File: src/sv/tmaf_pkg.sv
// Shared definitions for the triangular moving average filter.
// Holds parameter defaults, width helpers and the divider status type.
// No dependencies; compile this file first.
package tmaf_pkg;

    localparam int WINDOW_MAX_DEF  = 15;
    localparam int SAMPLE_BITS_DEF = 16;
    localparam int CFG_BITS        = 4;
    localparam logic [CFG_BITS-1:0] WINDOW_RESET = CFG_BITS'(3);

    typedef struct packed {
        logic busy;
        logic done;
    } div_status_t;

    function automatic int half_max(input int wmax);
        return (wmax - 1) >> 1;
    endfunction

    function automatic int half_bits(input int wmax);
        return (half_max(wmax) > 0) ? $clog2(half_max(wmax) + 1) : 1;
    endfunction

    function automatic int weight_bits(input int wmax);
        return $clog2(half_max(wmax) + 2);
    endfunction

    function automatic int divisor_bits(input int wmax);
        return $clog2((half_max(wmax) + 1) * (half_max(wmax) + 1) + 1);
    endfunction

    function automatic int sum_bits(input int wmax, input int sbits);
        return sbits + divisor_bits(wmax);
    endfunction

    // Clamps the written size, rounds it down to odd and returns the half width.
    function automatic int half_window(input logic [CFG_BITS-1:0] raw, input int wmax);
        int w;
        w = int'(raw);
        if (w > wmax)
        begin
            w = wmax;
        end
        if ((w % 2) == 0 && w > 0)
        begin
            w = w - 1;
        end
        if (w < 1)
        begin
            w = 1;
        end
        return (w - 1) >> 1;
    endfunction

endpackage

File: src/sv/tmaf_if.sv
// Stream interfaces for the sample and result channels.
// Depends on tmaf_pkg for the default sample width.
interface tmaf_in_if #(
    parameter int SAMPLE_BITS = tmaf_pkg::SAMPLE_BITS_DEF
);
    logic                          valid;
    logic                          ready;
    logic signed [SAMPLE_BITS-1:0] sample;
    logic                          last_of_frame;

    modport source (output valid, sample, last_of_frame, input ready);
    modport sink   (input valid, sample, last_of_frame, output ready);
endinterface

interface tmaf_out_if #(
    parameter int SAMPLE_BITS = tmaf_pkg::SAMPLE_BITS_DEF
);
    logic                          valid;
    logic                          ready;
    logic signed [SAMPLE_BITS-1:0] smoothed;
    logic                          end_of_frame;

    modport source (output valid, smoothed, end_of_frame, input ready);
    modport sink   (input valid, smoothed, end_of_frame, output ready);
endinterface

File: src/sv/tmaf_cell.sv
// One tap of the filter: a delay-line stage, its triangular weight and a
// stage of the registered partial-sum chain. Depends on tmaf_pkg.
module tmaf_cell #(
    parameter int IDX         = 0,
    parameter int WINDOW_MAX  = tmaf_pkg::WINDOW_MAX_DEF,
    parameter int SAMPLE_BITS = tmaf_pkg::SAMPLE_BITS_DEF
) (
    input  logic                                                   clk,
    input  logic                                                   rst_n,
    input  logic                                                   shift,
    input  logic [tmaf_pkg::half_bits(WINDOW_MAX)-1:0]             m,
    input  logic signed [SAMPLE_BITS-1:0]                          sample_in,
    output logic signed [SAMPLE_BITS-1:0]                          sample_out,
    input  logic signed [tmaf_pkg::sum_bits(WINDOW_MAX, SAMPLE_BITS)-1:0] acc_in,
    output logic signed [tmaf_pkg::sum_bits(WINDOW_MAX, SAMPLE_BITS)-1:0] acc_out
);
    import tmaf_pkg::*;

    localparam int WB   = weight_bits(WINDOW_MAX);
    localparam int SUMB = sum_bits(WINDOW_MAX, SAMPLE_BITS);
    localparam int PW   = SAMPLE_BITS + WB;
    localparam int IB   = $clog2(WINDOW_MAX + 1) + 1;

    logic signed [SAMPLE_BITS-1:0] sample_reg;
    logic signed [PW-1:0]          prod_reg;
    logic signed [SUMB-1:0]        acc_reg;

    logic [IB-1:0]        m_w;
    logic [IB-1:0]        offset;
    logic [WB-1:0]        weight;
    logic signed [PW-1:0] s_ext;
    logic signed [PW-1:0] w_ext;
    logic signed [PW-1:0] prod_next;
    logic signed [SUMB-1:0] acc_next;

    always_comb
    begin
        m_w    = IB'(m);
        offset = (IB'(IDX) > m_w) ? IB'(IDX) - m_w : m_w - IB'(IDX);
        if (IB'(IDX) <= (m_w << 1))
        begin
            weight = WB'(m_w + IB'(1) - offset);
        end
        else
        begin
            weight = '0;
        end
        s_ext     = PW'(sample_reg);
        w_ext     = PW'($signed({1'b0, weight}));
        prod_next = s_ext * w_ext;
        acc_next  = acc_in + SUMB'(prod_reg);
    end

    always_ff @(posedge clk or negedge rst_n)
    begin
        if (!rst_n)
        begin
            sample_reg <= '0;
            prod_reg   <= '0;
            acc_reg    <= '0;
        end
        else
        begin
            if (shift)
            begin
                sample_reg <= sample_in;
            end
            prod_reg <= prod_next;
            acc_reg  <= acc_next;
        end
    end

    assign sample_out = sample_reg;
    assign acc_out    = acc_reg;

endmodule

File: src/sv/tmaf_div.sv
// Restoring divider that scales the weighted sum, one quotient bit a cycle.
// Truncates toward zero. Depends on tmaf_pkg.
module tmaf_div #(
    parameter int WINDOW_MAX  = tmaf_pkg::WINDOW_MAX_DEF,
    parameter int SAMPLE_BITS = tmaf_pkg::SAMPLE_BITS_DEF
) (
    input  logic                                                   clk,
    input  logic                                                   rst_n,
    input  logic                                                   start,
    input  logic signed [tmaf_pkg::sum_bits(WINDOW_MAX, SAMPLE_BITS)-1:0] dividend,
    input  logic [tmaf_pkg::divisor_bits(WINDOW_MAX)-1:0]          divisor,
    output tmaf_pkg::div_status_t                                  status,
    output logic signed [SAMPLE_BITS-1:0]                          quotient
);
    import tmaf_pkg::*;

    localparam int DB   = divisor_bits(WINDOW_MAX);
    localparam int SUMB = sum_bits(WINDOW_MAX, SAMPLE_BITS);
    localparam int MAG  = SUMB - 1;
    localparam int CB   = $clog2(MAG);

    logic          busy_reg, busy_next;
    logic          done_reg, done_next;
    logic          neg_reg, neg_next;
    logic [CB-1:0] cnt_reg, cnt_next;
    logic [DB-1:0] rem_reg, rem_next;
    logic [DB-1:0] div_reg, div_next;
    logic [MAG-1:0] quo_reg, quo_next;

    logic [DB:0]    shifted;
    logic [DB:0]    diff;
    logic           fits;

    always_comb
    begin
        busy_next = busy_reg;
        done_next = 1'b0;
        neg_next  = neg_reg;
        cnt_next  = cnt_reg;
        rem_next  = rem_reg;
        div_next  = div_reg;
        quo_next  = quo_reg;
        shifted   = {rem_reg, quo_reg[MAG-1]};
        diff      = shifted - {1'b0, div_reg};
        fits      = shifted >= {1'b0, div_reg};
        if (start)
        begin
            busy_next = 1'b1;
            neg_next  = dividend[SUMB-1];
            quo_next  = dividend[SUMB-1] ? MAG'(-dividend) : MAG'(dividend);
            rem_next  = '0;
            div_next  = divisor;
            cnt_next  = CB'(MAG - 1);
        end
        else if (busy_reg)
        begin
            rem_next = fits ? diff[DB-1:0] : shifted[DB-1:0];
            quo_next = {quo_reg[MAG-2:0], fits};
            if (cnt_reg == '0)
            begin
                busy_next = 1'b0;
                done_next = 1'b1;
            end
            else
            begin
                cnt_next = cnt_reg - CB'(1);
            end
        end
    end

    always_ff @(posedge clk or negedge rst_n)
    begin
        if (!rst_n)
        begin
            busy_reg <= 1'b0;
            done_reg <= 1'b0;
            neg_reg  <= 1'b0;
            cnt_reg  <= '0;
            rem_reg  <= '0;
            div_reg  <= DB'(1);
            quo_reg  <= '0;
        end
        else
        begin
            busy_reg <= busy_next;
            done_reg <= done_next;
            neg_reg  <= neg_next;
            cnt_reg  <= cnt_next;
            rem_reg  <= rem_next;
            div_reg  <= div_next;
            quo_reg  <= quo_next;
        end
    end

    assign status.busy = busy_reg;
    assign status.done = done_reg;
    assign quotient    = neg_reg ? SAMPLE_BITS'(MAG'(0) - quo_reg) : SAMPLE_BITS'(quo_reg);

    a_rem_below_divisor: assert property (@(posedge clk) disable iff (!rst_n)
        busy_reg |-> rem_reg < div_reg)
        else $error("divider remainder reached the divisor");

    a_quotient_in_range: assert property (@(posedge clk) disable iff (!rst_n)
        done_reg |-> quo_reg <= (MAG'(1) << (SAMPLE_BITS - 1)))
        else $error("quotient magnitude exceeds the sample range");

    a_start_runs: assert property (@(posedge clk) disable iff (!rst_n)
        start |=> busy_reg)
        else $error("divider did not start");

endmodule

File: src/sv/triangular_moving_average_filter.sv
// Channel   Dir  Payload                          Handshake
// samples   in   sample, last_of_frame            valid / ready
// results   out  smoothed, end_of_frame           valid / ready
// cfg       in   cfg_wdata (window size)          cfg_we, no read-back
// An item whose window is full passes through the partial-sum chain over the taps,
// then the bit-serial divider, before its result is emitted. Other items go
// straight to emitting their words, if they have any. The last sample of a frame
// also emits the trailing zero words of that frame.
// Reset is asynchronous and active low; results may stall freely, and a new
// sample is taken while the last word of the previous one waits in the output register.
// Depends on tmaf_pkg, tmaf_if, tmaf_cell and tmaf_div.
module triangular_moving_average_filter #(
    parameter int WINDOW_MAX  = tmaf_pkg::WINDOW_MAX_DEF,
    parameter int SAMPLE_BITS = tmaf_pkg::SAMPLE_BITS_DEF
) (
    input  logic                           clk,
    input  logic                           rst_n,
    input  logic                           cfg_we,
    input  logic [tmaf_pkg::CFG_BITS-1:0]  cfg_wdata,
    tmaf_in_if.sink                        samples,
    tmaf_out_if.source                     results
);
    import tmaf_pkg::*;

    localparam int MB   = half_bits(WINDOW_MAX);
    localparam int WB   = weight_bits(WINDOW_MAX);
    localparam int DB   = divisor_bits(WINDOW_MAX);
    localparam int SUMB = sum_bits(WINDOW_MAX, SAMPLE_BITS);
    localparam int PB   = $clog2(WINDOW_MAX + 1);
    localparam int CW   = (PB > MB + 1) ? PB : MB + 1;
    localparam int LAT  = WINDOW_MAX + 1;
    localparam int CB   = $clog2(LAT + 1);
    localparam logic [MB-1:0] M_RESET = MB'(half_window(WINDOW_RESET, WINDOW_MAX));

    typedef enum logic [3:0] {
        ST_IDLE = 4'b0001,
        ST_SUM  = 4'b0010,
        ST_DIV  = 4'b0100,
        ST_EMIT = 4'b1000
    } state_t;

    state_t                        state_reg, state_next;
    logic [MB-1:0]                 m_reg, m_next;
    logic [PB-1:0]                 pos_reg, pos_next;
    logic [CB-1:0]                 cnt_reg, cnt_next;
    logic [WB-1:0]                 pend_reg, pend_next;
    logic                          eof_reg, eof_next;
    logic signed [SAMPLE_BITS-1:0] value_reg, value_next;
    logic                          out_valid_reg, out_valid_next;
    logic signed [SAMPLE_BITS-1:0] out_data_reg, out_data_next;
    logic                          out_eof_reg, out_eof_next;

    logic                          shift;
    logic                          div_start;
    logic                          load_out;
    logic                          at_center;
    logic                          full;
    logic [CW-1:0]                 n_ext;
    logic [CW-1:0]                 m_ext;
    logic [WB-1:0]                 zeros;
    logic [WB-1:0]                 words;
    logic [DB-1:0]                 m_plus;
    logic [DB-1:0]                 dsor;
    div_status_t                   div_stat;
    logic signed [SAMPLE_BITS-1:0] div_quo;

    logic signed [SAMPLE_BITS-1:0] tap [WINDOW_MAX];
    logic signed [SUMB-1:0]        acc [WINDOW_MAX];

    for (genvar k = 0; k < WINDOW_MAX; k++)
    begin : g_cell
        logic signed [SAMPLE_BITS-1:0] s_in;
        logic signed [SUMB-1:0]        a_in;
        if (k == 0)
        begin : g_head
            assign s_in = samples.sample;
            assign a_in = '0;
        end
        else
        begin : g_body
            assign s_in = tap[k-1];
            assign a_in = acc[k-1];
        end
        tmaf_cell #(
            .IDX         (k),
            .WINDOW_MAX  (WINDOW_MAX),
            .SAMPLE_BITS (SAMPLE_BITS)
        ) u_cell (
            .clk        (clk),
            .rst_n      (rst_n),
            .shift      (shift),
            .m          (m_reg),
            .sample_in  (s_in),
            .sample_out (tap[k]),
            .acc_in     (a_in),
            .acc_out    (acc[k])
        );
    end

    tmaf_div #(
        .WINDOW_MAX  (WINDOW_MAX),
        .SAMPLE_BITS (SAMPLE_BITS)
    ) u_div (
        .clk      (clk),
        .rst_n    (rst_n),
        .start    (div_start),
        .dividend (acc[WINDOW_MAX-1]),
        .divisor  (dsor),
        .status   (div_stat),
        .quotient (div_quo)
    );

    always_comb
    begin
        n_ext     = CW'(pos_reg);
        m_ext     = CW'(m_reg);
        at_center = n_ext >= m_ext;
        full      = n_ext >= (m_ext << 1);
        if (samples.last_of_frame)
        begin
            zeros = at_center ? WB'(m_reg) : WB'(pos_reg) + WB'(1);
        end
        else
        begin
            zeros = '0;
        end
        words  = WB'(at_center) + zeros;
        m_plus = DB'(m_reg) + DB'(1);
        dsor   = m_plus * m_plus;
    end

    always_comb
    begin
        state_next     = state_reg;
        m_next         = m_reg;
        pos_next       = pos_reg;
        cnt_next       = cnt_reg;
        pend_next      = pend_reg;
        eof_next       = eof_reg;
        value_next     = value_reg;
        out_valid_next = out_valid_reg;
        out_data_next  = out_data_reg;
        out_eof_next   = out_eof_reg;
        shift          = 1'b0;
        div_start      = 1'b0;
        load_out       = !out_valid_reg || results.ready;
        if (load_out)
        begin
            out_valid_next = 1'b0;
        end
        if (cfg_we)
        begin
            m_next = MB'(half_window(cfg_wdata, WINDOW_MAX));
        end
        unique case (state_reg)
            ST_IDLE:
            begin
                if (samples.valid)
                begin
                    shift      = 1'b1;
                    value_next = '0;
                    eof_next   = samples.last_of_frame;
                    pend_next  = words;
                    if (samples.last_of_frame)
                    begin
                        pos_next = '0;
                    end
                    else if (pos_reg < PB'(WINDOW_MAX))
                    begin
                        pos_next = pos_reg + PB'(1);
                    end
                    if (at_center && full)
                    begin
                        state_next = ST_SUM;
                        cnt_next   = CB'(LAT);
                    end
                    else if (words != '0)
                    begin
                        state_next = ST_EMIT;
                    end
                end
            end
            ST_SUM:
            begin
                if (cnt_reg == '0)
                begin
                    div_start  = 1'b1;
                    state_next = ST_DIV;
                end
                else
                begin
                    cnt_next = cnt_reg - CB'(1);
                end
            end
            ST_DIV:
            begin
                if (div_stat.done)
                begin
                    value_next = div_quo;
                    state_next = ST_EMIT;
                end
            end
            ST_EMIT:
            begin
                if (load_out)
                begin
                    out_valid_next = 1'b1;
                    out_data_next  = value_reg;
                    out_eof_next   = eof_reg && (pend_reg == WB'(1));
                    value_next     = '0;
                    pend_next      = pend_reg - WB'(1);
                    if (pend_reg == WB'(1))
                    begin
                        state_next = ST_IDLE;
                    end
                end
            end
            default:
            begin
                state_next = ST_IDLE;
            end
        endcase
    end

    always_ff @(posedge clk or negedge rst_n)
    begin
        if (!rst_n)
        begin
            state_reg     <= ST_IDLE;
            m_reg         <= M_RESET;
            pos_reg       <= '0;
            cnt_reg       <= '0;
            pend_reg      <= '0;
            eof_reg       <= 1'b0;
            value_reg     <= '0;
            out_valid_reg <= 1'b0;
            out_data_reg  <= '0;
            out_eof_reg   <= 1'b0;
        end
        else
        begin
            state_reg     <= state_next;
            m_reg         <= m_next;
            pos_reg       <= pos_next;
            cnt_reg       <= cnt_next;
            pend_reg      <= pend_next;
            eof_reg       <= eof_next;
            value_reg     <= value_next;
            out_valid_reg <= out_valid_next;
            out_data_reg  <= out_data_next;
            out_eof_reg   <= out_eof_next;
        end
    end

    assign samples.ready        = (state_reg == ST_IDLE);
    assign results.valid        = out_valid_reg;
    assign results.smoothed     = out_data_reg;
    assign results.end_of_frame = out_eof_reg;

    a_div_from_sum: assert property (@(posedge clk) disable iff (!rst_n)
        $rose(div_stat.busy) |-> $past(state_reg) == ST_SUM)
        else $error("divider started outside the summing phase");

    a_emit_has_words: assert property (@(posedge clk) disable iff (!rst_n)
        state_reg == ST_EMIT |-> pend_reg != '0)
        else $error("emit phase with no words pending");

    a_frame_restart: assert property (@(posedge clk) disable iff (!rst_n)
        (samples.valid && samples.ready && samples.last_of_frame) |=> pos_reg == '0)
        else $error("frame position not cleared after the last sample");

    a_idle_divider: assert property (@(posedge clk) disable iff (!rst_n)
        state_reg == ST_IDLE |-> !div_stat.busy)
        else $error("divider busy while the filter is idle");

endmodule
File: src/flat_wrapper.sv
// flat-port wrapper written by rule: the top's interface ports become plain ports
module triangular_moving_average_filter_flat import tmaf_pkg::*;
#(
    parameter int WINDOW_MAX  = tmaf_pkg::WINDOW_MAX_DEF,
    parameter int SAMPLE_BITS = tmaf_pkg::SAMPLE_BITS_DEF
)
  (clk, rst_n, cfg_we, cfg_wdata, samples_valid, samples_sample, samples_last_of_frame, samples_ready, results_valid, results_smoothed, results_end_of_frame, results_ready);
  tmaf_in_if #(.SAMPLE_BITS(SAMPLE_BITS)) samples_i ();
  tmaf_out_if #(.SAMPLE_BITS(SAMPLE_BITS)) results_i ();
  input  logic clk;
  input  logic rst_n;
  input  logic cfg_we;
  input  logic [tmaf_pkg::CFG_BITS-1:0] cfg_wdata;
  input wire logic [$bits(samples_i.valid)-1:0] samples_valid;
  input wire logic [$bits(samples_i.sample)-1:0] samples_sample;
  input wire logic [$bits(samples_i.last_of_frame)-1:0] samples_last_of_frame;
  output wire logic [$bits(samples_i.ready)-1:0] samples_ready;
  output wire logic [$bits(results_i.valid)-1:0] results_valid;
  output wire logic [$bits(results_i.smoothed)-1:0] results_smoothed;
  output wire logic [$bits(results_i.end_of_frame)-1:0] results_end_of_frame;
  input wire logic [$bits(results_i.ready)-1:0] results_ready;
  assign samples_i.valid = samples_valid;
  assign samples_i.sample = samples_sample;
  assign samples_i.last_of_frame = samples_last_of_frame;
  assign samples_ready = samples_i.ready;
  assign results_valid = results_i.valid;
  assign results_smoothed = results_i.smoothed;
  assign results_end_of_frame = results_i.end_of_frame;
  assign results_i.ready = results_ready;
  triangular_moving_average_filter #(.WINDOW_MAX(WINDOW_MAX), .SAMPLE_BITS(SAMPLE_BITS)) u_core (.clk(clk), .rst_n(rst_n), .cfg_we(cfg_we), .cfg_wdata(cfg_wdata), .samples(samples_i), .results(results_i));
endmodule
File: config.mk
export PLATFORM = sky130hd
export DESIGN_NAME = triangular_moving_average_filter_flat
export DESIGN_NICKNAME = d
export VERILOG_FILES = /design/src/sv/tmaf_pkg.sv /design/src/sv/tmaf_if.sv /design/src/sv/tmaf_cell.sv /design/src/sv/tmaf_div.sv /design/src/sv/triangular_moving_average_filter.sv /design/src/flat_wrapper.sv
export SDC_FILE = /design/constraint.sdc
export NUM_CORES = 2
export LEC_CHECK = 0
export BUFFER_PORTS_ARGS = -buffer_cell sky130_fd_sc_hd__clkbuf_2
export CORE_MARGIN = 3
export CORE_UTILIZATION = 40
export DETAILED_ROUTE_END_ITERATION = 12
export PLACE_DENSITY = 0.51
export SETUP_SLACK_MARGIN = 0.2
export SYNTH_ARGS = -nofsm -noshare
export SYNTH_HDL_FRONTEND = slang
export SYNTH_SLANG_ARGS = --single-unit
File: constraint.sdc
create_clock -name clk -period 8.3 [get_ports clk]
set_input_delay 1.245 -clock clk [delete_from_list [all_inputs] [get_ports clk]]
set_output_delay 1.245 -clock clk [all_outputs]
set_load 0.01 [all_outputs]
==> implementation parameters <==
Parameter                              Value

Clock network
  Clock root buffer master    sky130_fd_sc_hd__clkbuf_16
  CTS tree    yes
  Number of clock sinks seen by CTS    971
  Hold bufs inserted after CTS    0
  Number of buffers inserted during clock tree synthesis    115
  Clock slew at the register clock pins of the worst setup and hold paths    0.06 ns
  CTS HTree Levels    3
  Clock latency reported for the late side of the worst-skew pair    0.76 ns
  Buffers from clock root to sink, at most    3

Critical path
  Worst R2R Setup Slack    0.71 ns
  Critical register-to-register path startpoint    u_core.m_reg[1]
  Capture point of the worst reg-to-reg path    u_core.g_cell[1].u_cell.prod_reg[19]
  Required time of the critical path    8.97 ns
  Biggest fanout along the worst timing path    32
  Number of cell instances on the worst register-to-register path    27
  Worst Setup Path Type    reg2reg
  Cell repeated most along the worst path    sky130_fd_sc_hd__ha_1
  Slowest cell on the critical path    sky130_fd_sc_hd__dfrtp_1
  Delay of the slowest cell on the worst path    0.61 ns
  Capture point of the worst path    u_core.g_cell[1].u_cell.prod_reg[19]
  Type of origin of the critical path    flop
  Crit. Startpoint    u_core.m_reg[1]
  Crit path capture type    flop
  Critical path arrival    8.26 ns

Timing
  Total Neg Setup Slack    0 ns
  Final period util    0.914
  Worst slew pin tran    1.19 ns
  Max-slew headroom    0.208
  Final setup vio count    0
  Final number of max-transition violations    0
  Fin Hold WS    0.346 ns
  Fin worst setup slack    0.712 ns
  Hold violation total from the final report    0
  Largest clock skew in the final design    0.0276 ns
  Setup repair after global routing missed its margin    false
  Max Clock Freq    0.132 GHz
  Time the worst path needs with I/O delays and setup    7.59 ns

Floorplan
  Die area    192000 µm²
  I/O pin total    45
  Vert. Die Dim    438 µm
  Core Area    184000 µm²
  Starting density of the core    0.405
  Number of placement rows    157
  Die X-Extent    438 µm

Final layout
  Fill cell total of the finished layout    18100
  Most frequent standard cell in the layout excluding fill and tap cells    sky130_fd_sc_hd__nand2_1
  Fraction of the core area covered by cells at the end of the flow    0.444
  Highest-count cells in the layout ignoring fill and taps    sky130_fd_sc_hd__nand2_1 (1230), sky130_fd_sc_hd__inv_1 (1139), sky130_fd_sc_hd__ha_1 (1000), sky130_fd_sc_hd__dfrtp_1 (967), sky130_fd_sc_hd__xnor2_1 (465)
  Area growth, synth to finish    9.56%
  Final net count    9573
  Flip-flop count of the largest register, all copies and words added    340
  Share of layout cells above drive strength 1    0.0448

Routing
  Routed vias/inst    4.97
  Via count    53400
  Length of the first detailed-routing pass in iterations    5
  Drt drc    0
  Drt total wl    179000 µm
  Average detailed-routed wire length per instance    16.6 µm
  Number of design-rule violations left by the first detailed-router iteration    2937
  ANT nets after route    0

Pwr
  Relative contribution of combinational cells to total power    0.508
  Worst IR Drop VDD    0.000178 V
  Net switching fraction of the power    0.438
  Power density relative to cell area    336 nW/µm²
  Portion of total power attributed to the clock network    0.189
  Overall power after layout    27.5 mW
  Sequential share of power    0.303
  P_int    15.5 mW
  P_sw    12.1 mW
  P_leak    44.5 nW

Yosys
  Library cells used by synthesis    78
  Average cell area after synthesis    9.19 µm²
  Main flop type after synthesis    sky130_fd_sc_hd__dfrtp_1
  Cell area after technology mapping    74700 µm²
  Post-synth ARST share    1.00
  Number of enable-type register cells in the synthesized netlist    0
  Part of the Yosys area used for sequential elements    0.325
  Cells after synthesis    8130
  Synthesis-stage register bit count    971
  Post-synthesis net count    9537
  Syn. warnings    0

GRT
  Vias in the first global route    53900
  All-Layer GR Usage    0.189
  Antenna violations before repair    11
  Overall overflow remaining after global route    0
  Wire length of the first global-routing pass    294000 µm
  Pin count of the biggest net entering global routing    174

Placed design
  Post-DP HPWL    140000 µm
  Setup WS pre-CTS    0.509 ns
  GP Congestion    0.825
  Count of input and output buffers    44

Job
  Max Cap Viol    0

Hold path
  Worst min path class    reg2reg

Outcome
  Result of the run    finished, final reports clean
## how the worst min path moves through the flow
| stage | endpoint | start | slack (ns) | cells after the start |
|---|---|---|---|---|
| 3_3_place_gp | u_core.g_cell[0].u_cell.acc_out[10] | u_core.g_cell[0].u_cell.prod_reg[10] | 0.33 | 0 |
| 5_1_grt | u_core.g_cell[0].u_cell.acc_out[11] | u_core.g_cell[0].u_cell.prod_reg[11] | 0.36 | 0 |
| 2_1_floorplan | u_core.g_cell[0].u_cell.acc_out[0] | u_core.g_cell[0].u_cell.prod_reg[0] | 0.33 | 0 |
| 3_5_place_dp | u_core.g_cell[0].u_cell.acc_out[10] | u_core.g_cell[0].u_cell.prod_reg[10] | 0.33 | 0 |
| 6_report | u_core.g_cell[0].u_cell.acc_out[0] | u_core.g_cell[0].u_cell.prod_reg[0] | 0.35 | 0 |
| 4_1_cts | u_core.g_cell[0].u_cell.acc_out[0] | u_core.g_cell[0].u_cell.prod_reg[0] | 0.35 | 0 |
## synthesized netlist by cell type, drive strengths merged, types with 22 or more instances
cell type / number / area (µm²)
nor2: 467 / 1750
ha: 1000 / 12500
a21o: 117 / 878
and3: 226 / 1410
o21ai: 214 / 1070
clkbuf: 164 / 616
nand2: 1231 / 4620
o21bai: 48 / 360
a211oi: 34 / 255
a31oi: 49 / 307
or2: 24 / 150
o41ai: 22 / 193
mux2i: 29 / 290
inv: 1139 / 4280
and2: 192 / 1200
xnor2: 467 / 4090
nor3: 134 / 676
nor2b: 137 / 857
xor2: 127 / 1110
dfrtp: 968 / 24200
a21oi: 332 / 1660
fa: 381 / 7630
nand2b: 73 / 457
o21a: 79 / 593
or3: 44 / 285
nand3: 123 / 616
o31ai: 23 / 200
## stage by stage
step                      instances  area [µm²]
after global routing          10700       81800
final                         10700       81900
after detailed placement      10500       77900
after floorplan                8130       74700
after global placement        10500       77900
after CTS                     10700       81800
## per-layer routing
layer,global-route usage,vias up,wire length (µm)
met2,0.313,591,82200
met3,0.0220,201,5270
met1,0.266,25900,87100
met5,0,-,0
li1,-,26700,-
met4,0.0439,0,4060
## cell type report
class | instances | area [µm²] | share of cell area
multi-input cells | 5842 | 45500 | 0.556
inverters | 1140 | 4280 | 0.0523
repair buffers | 96 | 721 | 0.00880
flip-flops and latches | 971 | 24300 | 0.297
well taps | 2464 | 3080 | 0.0377
diodes | 5 | 12.5 | 0.000153
clock buffers | 151 | 3230 | 0.0394
clock inverters | 62 | 692 | 0.00845
## power groups by stage
stage | logic [mW] | clock network [mW] | registers, mW
6_report | 14.0 | 5.19 | 8.35
5_1_grt | 16.0 | 5.56 | 8.57
4_1_cts | 14.2 | 5.38 | 8.40
3_5_place_dp | 14.0 | 0 | 8.46
3_3_place_gp | 13.9 | 0 | 8.47
2_1_floorplan | 10.5 | 0 | 7.52
## cells by family (layout without fill, tap and decap cells)
group | Yosys count | in the layout | share of synthesized area
xor+xnor | 594 | 594 | 0.0696
buf+inv | 1317 | 1449 | 0.0662
fa+ha+maj | 1381 | 1381 | 0.270
simple gates | 2716 | 2716 | 0.167
other cells | 1 | 6 | 0.0000502
flops | 971 | 971 | 0.325
mux | 47 | 47 | 0.00660
compound gates | 1103 | 1103 | 0.0954
## worst max-delay path: cells and delay by family (launching register included)
kind	cells	cell delay, ns
AOI/OAI and AO/OA	12	3.08
xor gates and xnor gates	1	0.13
adders and majority gates	6	2.19
buffers and inverters	4	0.83
DFF	1	0.61
and+or+nand+nor	4	0.66
## what timing repair did
item / in CTS / in global routing
gates resized for setup: 0 / 4
setup buffers: 0 / 0
setup endpoints to repair: 0 / 7
endpoints found under the hold margin: 0 / 0
Note: power is estimated with default switching activity, not from simulation.
